### src/sv/bitmap_slot_allocator_macros.svh
// Assertion helpers shared by the allocator RTL.
`ifndef BITMAP_SLOT_ALLOCATOR_MACROS_SVH
`define BITMAP_SLOT_ALLOCATOR_MACROS_SVH

// Consequent must hold in the same cycle as the antecedent.
`define BSA_ASSERT_HOLDS(label, clk, rst_n, ante, cons, msg) \
  label: assert property (@(posedge clk) disable iff (!rst_n) (ante) |-> (cons)) \
    else $error(msg);

// Consequent must hold in the cycle after the antecedent.
`define BSA_ASSERT_NEXT(label, clk, rst_n, ante, cons, msg) \
  label: assert property (@(posedge clk) disable iff (!rst_n) (ante) |=> (cons)) \
    else $error(msg);

`endif

### src/sv/bsa_ram.sv
module bsa_ram #(
  parameter int WIDTH = 64,
  parameter int DEPTH = 64,
  localparam int AW = (DEPTH > 1) ? $clog2(DEPTH) : 1
) (
  input  logic             clk,
  input  logic             we,
  input  logic [AW-1:0]    waddr,
  input  logic [WIDTH-1:0] wdata,
  input  logic [AW-1:0]    raddr,
  output logic [WIDTH-1:0] rdata_r
);

  logic [WIDTH-1:0] mem_r [DEPTH];

  always_ff @(posedge clk) begin
    if (we) begin
      mem_r[waddr] <= wdata;
    end
    rdata_r <= mem_r[raddr];
  end

endmodule

### config.mk
export PLATFORM = sky130hd
export DESIGN_NAME = bsa_ram
export DESIGN_NICKNAME = d
export VERILOG_FILES = /design/src/sv/bitmap_slot_allocator_macros.svh /design/src/sv/bsa_ram.sv
export SDC_FILE = /design/constraint.sdc
export NUM_CORES = 2
export LEC_CHECK = 0
export ABC_AREA = 1
export BUFFER_PORTS_ARGS = -buffer_cell sky130_fd_sc_hd__buf_4
export CAP_MARGIN = 5
export CORE_MARGIN = 2
export CORE_UTILIZATION = 30
export CTS_BUF_LIST = sky130_fd_sc_hd__clkbuf_8 sky130_fd_sc_hd__clkbuf_16
export DETAILED_ROUTE_END_ITERATION = 16
export SYNTH_ARGS = -nofsm -noshare
export SYNTH_HDL_FRONTEND = slang
export SYNTH_SLANG_ARGS = --single-unit
### constraint.sdc
create_clock -name clk -period 11.1 [get_ports clk]
set_clock_uncertainty 0.05 [all_clocks]
set_input_delay 2.22 -clock clk [delete_from_list [all_inputs] [get_ports clk]]
set_output_delay 2.22 -clock clk [all_outputs]
set_load 0.01 [all_outputs]
After elaboration in Yosys (flattened, before gate mapping)
Memory sizes are Yosys's and may differ from the RTL's. A register that Yosys moved wholly into a read port is not among the register bits.
Index checks and enable logic that the tools add are counted.
{"block": "word_totals", "ff_bits": 0, "ram_bits": 4096, "in_bits": 78, "wordCells": 3, "n_memories": 1}
{"name": "mem_r", "depth": 64, "width": 64, "read_ports": 1, "rd_clocked_by_memory_dff": 1, "wr": 1, "line": "bsa_ram.sv:14", "rtl": "logic [WIDTH-1:0] mem_r [DEPTH];"}
{"block": "classes", "muxes": 2}
{"op": "1-bit two-way mux", "n": 2}

Depth between registers and ports, before layout
{"block": "logic_depth", "ltp_word": 2, "mapped_depth": 13}

Worst setup path before layout
No wires, ideal clock.
{"block": "synth_timing", "path_type": "input-to-reg", "from": "input port we", "to": "memory mem_r[48][0], enable pin", "setup_time_ps": 646, "arrival_ps": 8856, "required_time_ps": 10404, "slack_ps": 1548, "cell_stages": 3, "n_path_buf": 1, "path_cell_list": "clkbuf_1 > nand4_1 > nor4_1"}
{"block": "synth_between", "elab_chain_cells": 2}
{"item": "start: declaration", "line": "bsa_ram.sv:7", "rtl": "input logic we,"}
{"item": "1-bit two-way mux", "line": "bsa_ram.sv:17", "rtl": "if (we) begin"}
{"item": "1-bit two-way mux (implied by the code)", "line": "bsa_ram.sv:18", "rtl": "mem_r[waddr] <= wdata;"}
{"item": "end: declaration", "line": "bsa_ram.sv:14"}
Every way passes these cells.

==> out/metrics.cfg <==
[global_routing]
globalRouteOverflowTotal = 0
first_global_vias = 100600
track_usage_pct = 17.8
antenna_found_initial = 47
first_pass_grt_wire_length_mm = 734
maximum_number_of_pins_on_one_net_before_global_route_repair = 226

[sta]
final.min_clock_period_ns = 5.86
hold_viol_final = 0
timing.final.ws_setup_ns = 5.24
worst_slew_pin_slew_ns = 1.28
max_clock_freq_mhz = 171
post-route-period-util_pct = 52.8
setup-violations-final = 0
maxSlewHeadroom_pct = 14.8
grt_setup_unrepaired = false
final-max-slew-violation-count = 0
totalNegativeSetupSlack_ns = 0

[place]
dpl_worst_slack_ns = 4.60
hpwl_mm = 252
port-buffer-count = 141
globalplace.congestion = 0.776
post-place-cells = 20133

[setup_path]
cpMaxStageDelayCell = sky130_fd_sc_hd__buf_4
critPathTopFamily = buffers and inverters
timing.critical_path.buf_inv = 4
worstSetupPathType = in -> reg
arrival_ns = 6.67
cp_data_required_time_ns = 11.91
path_max_fanout = 225
critical_path.reg2reg.startpoint = mem_r[59][30]
timing.critical_path.to_type = flip-flop
critical_path.max_stage_delay_ns = 0.94
critPathLaunch = raddr[0]
critical_path.cell_chain = buf_16 > inv_16 > buf_4 > buf_4 > nand2_1 > nand3_1 > nand3_1 > nand3_1 > nand3_1 > nand2_1 > nand2_1 > nand2_1
start_kind = primary input

[cells_and_area]
filler_cell_count = 53209
syn_to_final_growth_pct = 12.2
design.final.nets = 13335
final_layout_size_suffix_gt1_share_pct = 7.11
final-instance-count-excl-fill = 20865

[synthesis]
synthesis.nets = 13483
synthesis.yosys.warnings = 0
synth.ff_latch_count = 4160
netlist_area_mm2 = 0.165
synth_cell_types = 16
avgSynthCellArea_um2 = 12.3
gate_count_of_the_mapped_netlist = 13405
synth-seq-area-share_pct = 75.2

[cts]
cts-resized-gates = 0
clk_root_buffer_cell = sky130_fd_sc_hd__clkbuf_16
insertion_delay_ns = 0.98
numCtsBuffers = 383
clock_sinks = 4160
htreeDepth = 5
max-clock-path-buffers = 4
post-cts-setup-buffers = 0
tritoncts = yes
cts_hold_buf = 0
clk_transition_reported_paths_ns = 0.07

[die]
floorplan.core_area_mm2 = 0.549
die_width_um = 746
placement_rows = 272
floorplan.io_pins = 142
floorplan.die_area_mm2 = 0.557
floorplan.die.height_um = 746
starting_utilization_of_the_core_area_pct = 30.1

[detailed_routing]
postRouteAntennaNets = 0
post_drt_via_cell_ratio = 5.17
drt-initial-drc-count = 13325
vias = 107943
drt-total-wl_mm = 515
drc = 0
routed_wire_length_per_instance_um = 24.7
drt-pass1-iter-count = 8

[worst_hold_path]
worst_hold_path_type = reg -> reg
hold_path_startpoint = mem_r[8][63]

[run_status]
run_status = completed

[job]
max_cap_violations = 0

[power_and_ir_drop]
total_leakage_power_nw = 63.7
power-per-cell-area_mw_per_mm2 = 174
power.total_mw = 32.3
irDropWorstVdd_v = 0.000132

-- tightest hold or removal path: stages, from the launching register on --
cell and delay, ns:
sky130_fd_sc_hd__edfxtp_1 0.32, sky130_fd_sc_hd__nand2_1 0.05, sky130_fd_sc_hd__nand3_1 0.06, sky130_fd_sc_hd__nand3_1 0.06, sky130_fd_sc_hd__nand3_1 0.06, sky130_fd_sc_hd__nand3_1 0.06, sky130_fd_sc_hd__nand2_1 0.06, sky130_fd_sc_hd__nand2_1 0.04
sky130_fd_sc_hd__nand2_1 0.04
-- final timing paths --
kind	depth (start not counted)	slack, ns	end
worst min register to register	8	0.73	rdata_r[63]
worst min-delay path	8	0.73	rdata_r[63]
worst max-delay path	12	5.24	rdata_r[16]
worst max register to register	8	9.14	rdata_r[30]
-- placed cells by master, fill, tap and decap left out, types with 5 or more instances in the layout --
cell / count
sky130_fd_sc_hd__edfxtp_1: 4096
sky130_fd_sc_hd__clkinv_1: 75
sky130_fd_sc_hd__inv_6: 6
sky130_fd_sc_hd__nor4_2: 8
sky130_fd_sc_hd__buf_12: 31
sky130_fd_sc_hd__nand3_1: 3847
sky130_fd_sc_hd__clkinv_8: 5
sky130_fd_sc_hd__nand2_1: 4416
sky130_fd_sc_hd__clkbuf_16: 388
sky130_fd_sc_hd__inv_1: 91
sky130_fd_sc_hd__nand4_1: 9
sky130_fd_sc_hd__nor2_4: 56
sky130_fd_sc_hd__diode_2: 41
sky130_fd_sc_hd__clkinv_2: 66
sky130_fd_sc_hd__clkinvlp_4: 14
sky130_fd_sc_hd__bufinv_16: 32
sky130_fd_sc_hd__dfxtp_1: 64
sky130_fd_sc_hd__clkbuf_8: 14
sky130_fd_sc_hd__buf_4: 327
-- layer usage --
metal / vias to the layer above / share of wire (%) / global-route usage (%)
met3: 933 / 8.4 / 2.39
met5: - / 0.024 / 0
li1: 47526 / - / -
met1: 54255 / 40 / 23.8
met2: 5209 / 47 / 29.1
met4: 20 / 4.3 / 7.15
-- flip-flops by register name, indices dropped and copies added, names as in the netlist --
signal	flops
mem_r	4096
rdata_r	64
-- through the flow --
stage	area [um2]	utilization (%)	hold WS (ns)
final	185000	33.8	0.726
after global routing	185000	33.8	0.813
after CTS	185000	33.8	0.736
after detailed placement	173000	31.6	0.727
after global placement	173000	31.6	0.711
after floorplan	165000	-	0.671
-- logic make-up (layout without fill, tap and decap cells) --
logic type	count (synthesis)	after routing	synth area share, %
buf+inv	909	1067	2.95
simple gates	8336	8336	21.9
other cells	0	41	0
flops	4160	4160	75.2
-- synthesized netlist by cell type --
master | number | area (um2)
sky130_fd_sc_hd__buf_1 | 72 | 270
sky130_fd_sc_hd__buf_2 | 501 | 2510
sky130_fd_sc_hd__buf_4 | 134 | 1010
sky130_fd_sc_hd__buf_6 | 40 | 450
sky130_fd_sc_hd__buf_8 | 3 | 45.0
sky130_fd_sc_hd__clkbuf_1 | 147 | 552
sky130_fd_sc_hd__dfxtp_1 | 64 | 1280
sky130_fd_sc_hd__edfxtp_1 | 4096 | 123000
sky130_fd_sc_hd__inv_1 | 8 | 30.0
sky130_fd_sc_hd__inv_2 | 2 | 7.51
sky130_fd_sc_hd__inv_4 | 2 | 12.5
sky130_fd_sc_hd__nand2_1 | 4416 | 16600
sky130_fd_sc_hd__nand3_1 | 3847 | 19300
sky130_fd_sc_hd__nand4_1 | 9 | 56.3
sky130_fd_sc_hd__nor2_1 | 56 | 210
sky130_fd_sc_hd__nor4_1 | 8 | 50.1
-- layout make-up --
| type | instances | area, um2 | area share, % |
|---|---|---|---|
| Sequential cell | 4160 | 124000 | 67.0 |
| Multi-Input combinational cell | 8336 | 36600 | 19.7 |
| Clock buffer | 402 | 9900 | 5.34 |
| Tap cell | 7261 | 9080 | 4.90 |
| Timing Repair Buffer | 364 | 3170 | 1.71 |
| Clock inverter | 289 | 2230 | 1.20 |
| Inverter | 12 | 103 | 0.0553 |
| Antenna cell | 41 | 103 | 0.0553 |
-- power breakdown --
group / total, mW / leakage [nW] / internal [mW] / switching, mW
Sequential: 17.5 / 37.4 / 17.4 / 0.0839
Combinational: 1.88 / 20.1 / 0.460 / 1.42
Clock: 13.0 / 6.27 / 7.18 / 5.81
Note: power is estimated with default switching activity, not from simulation.
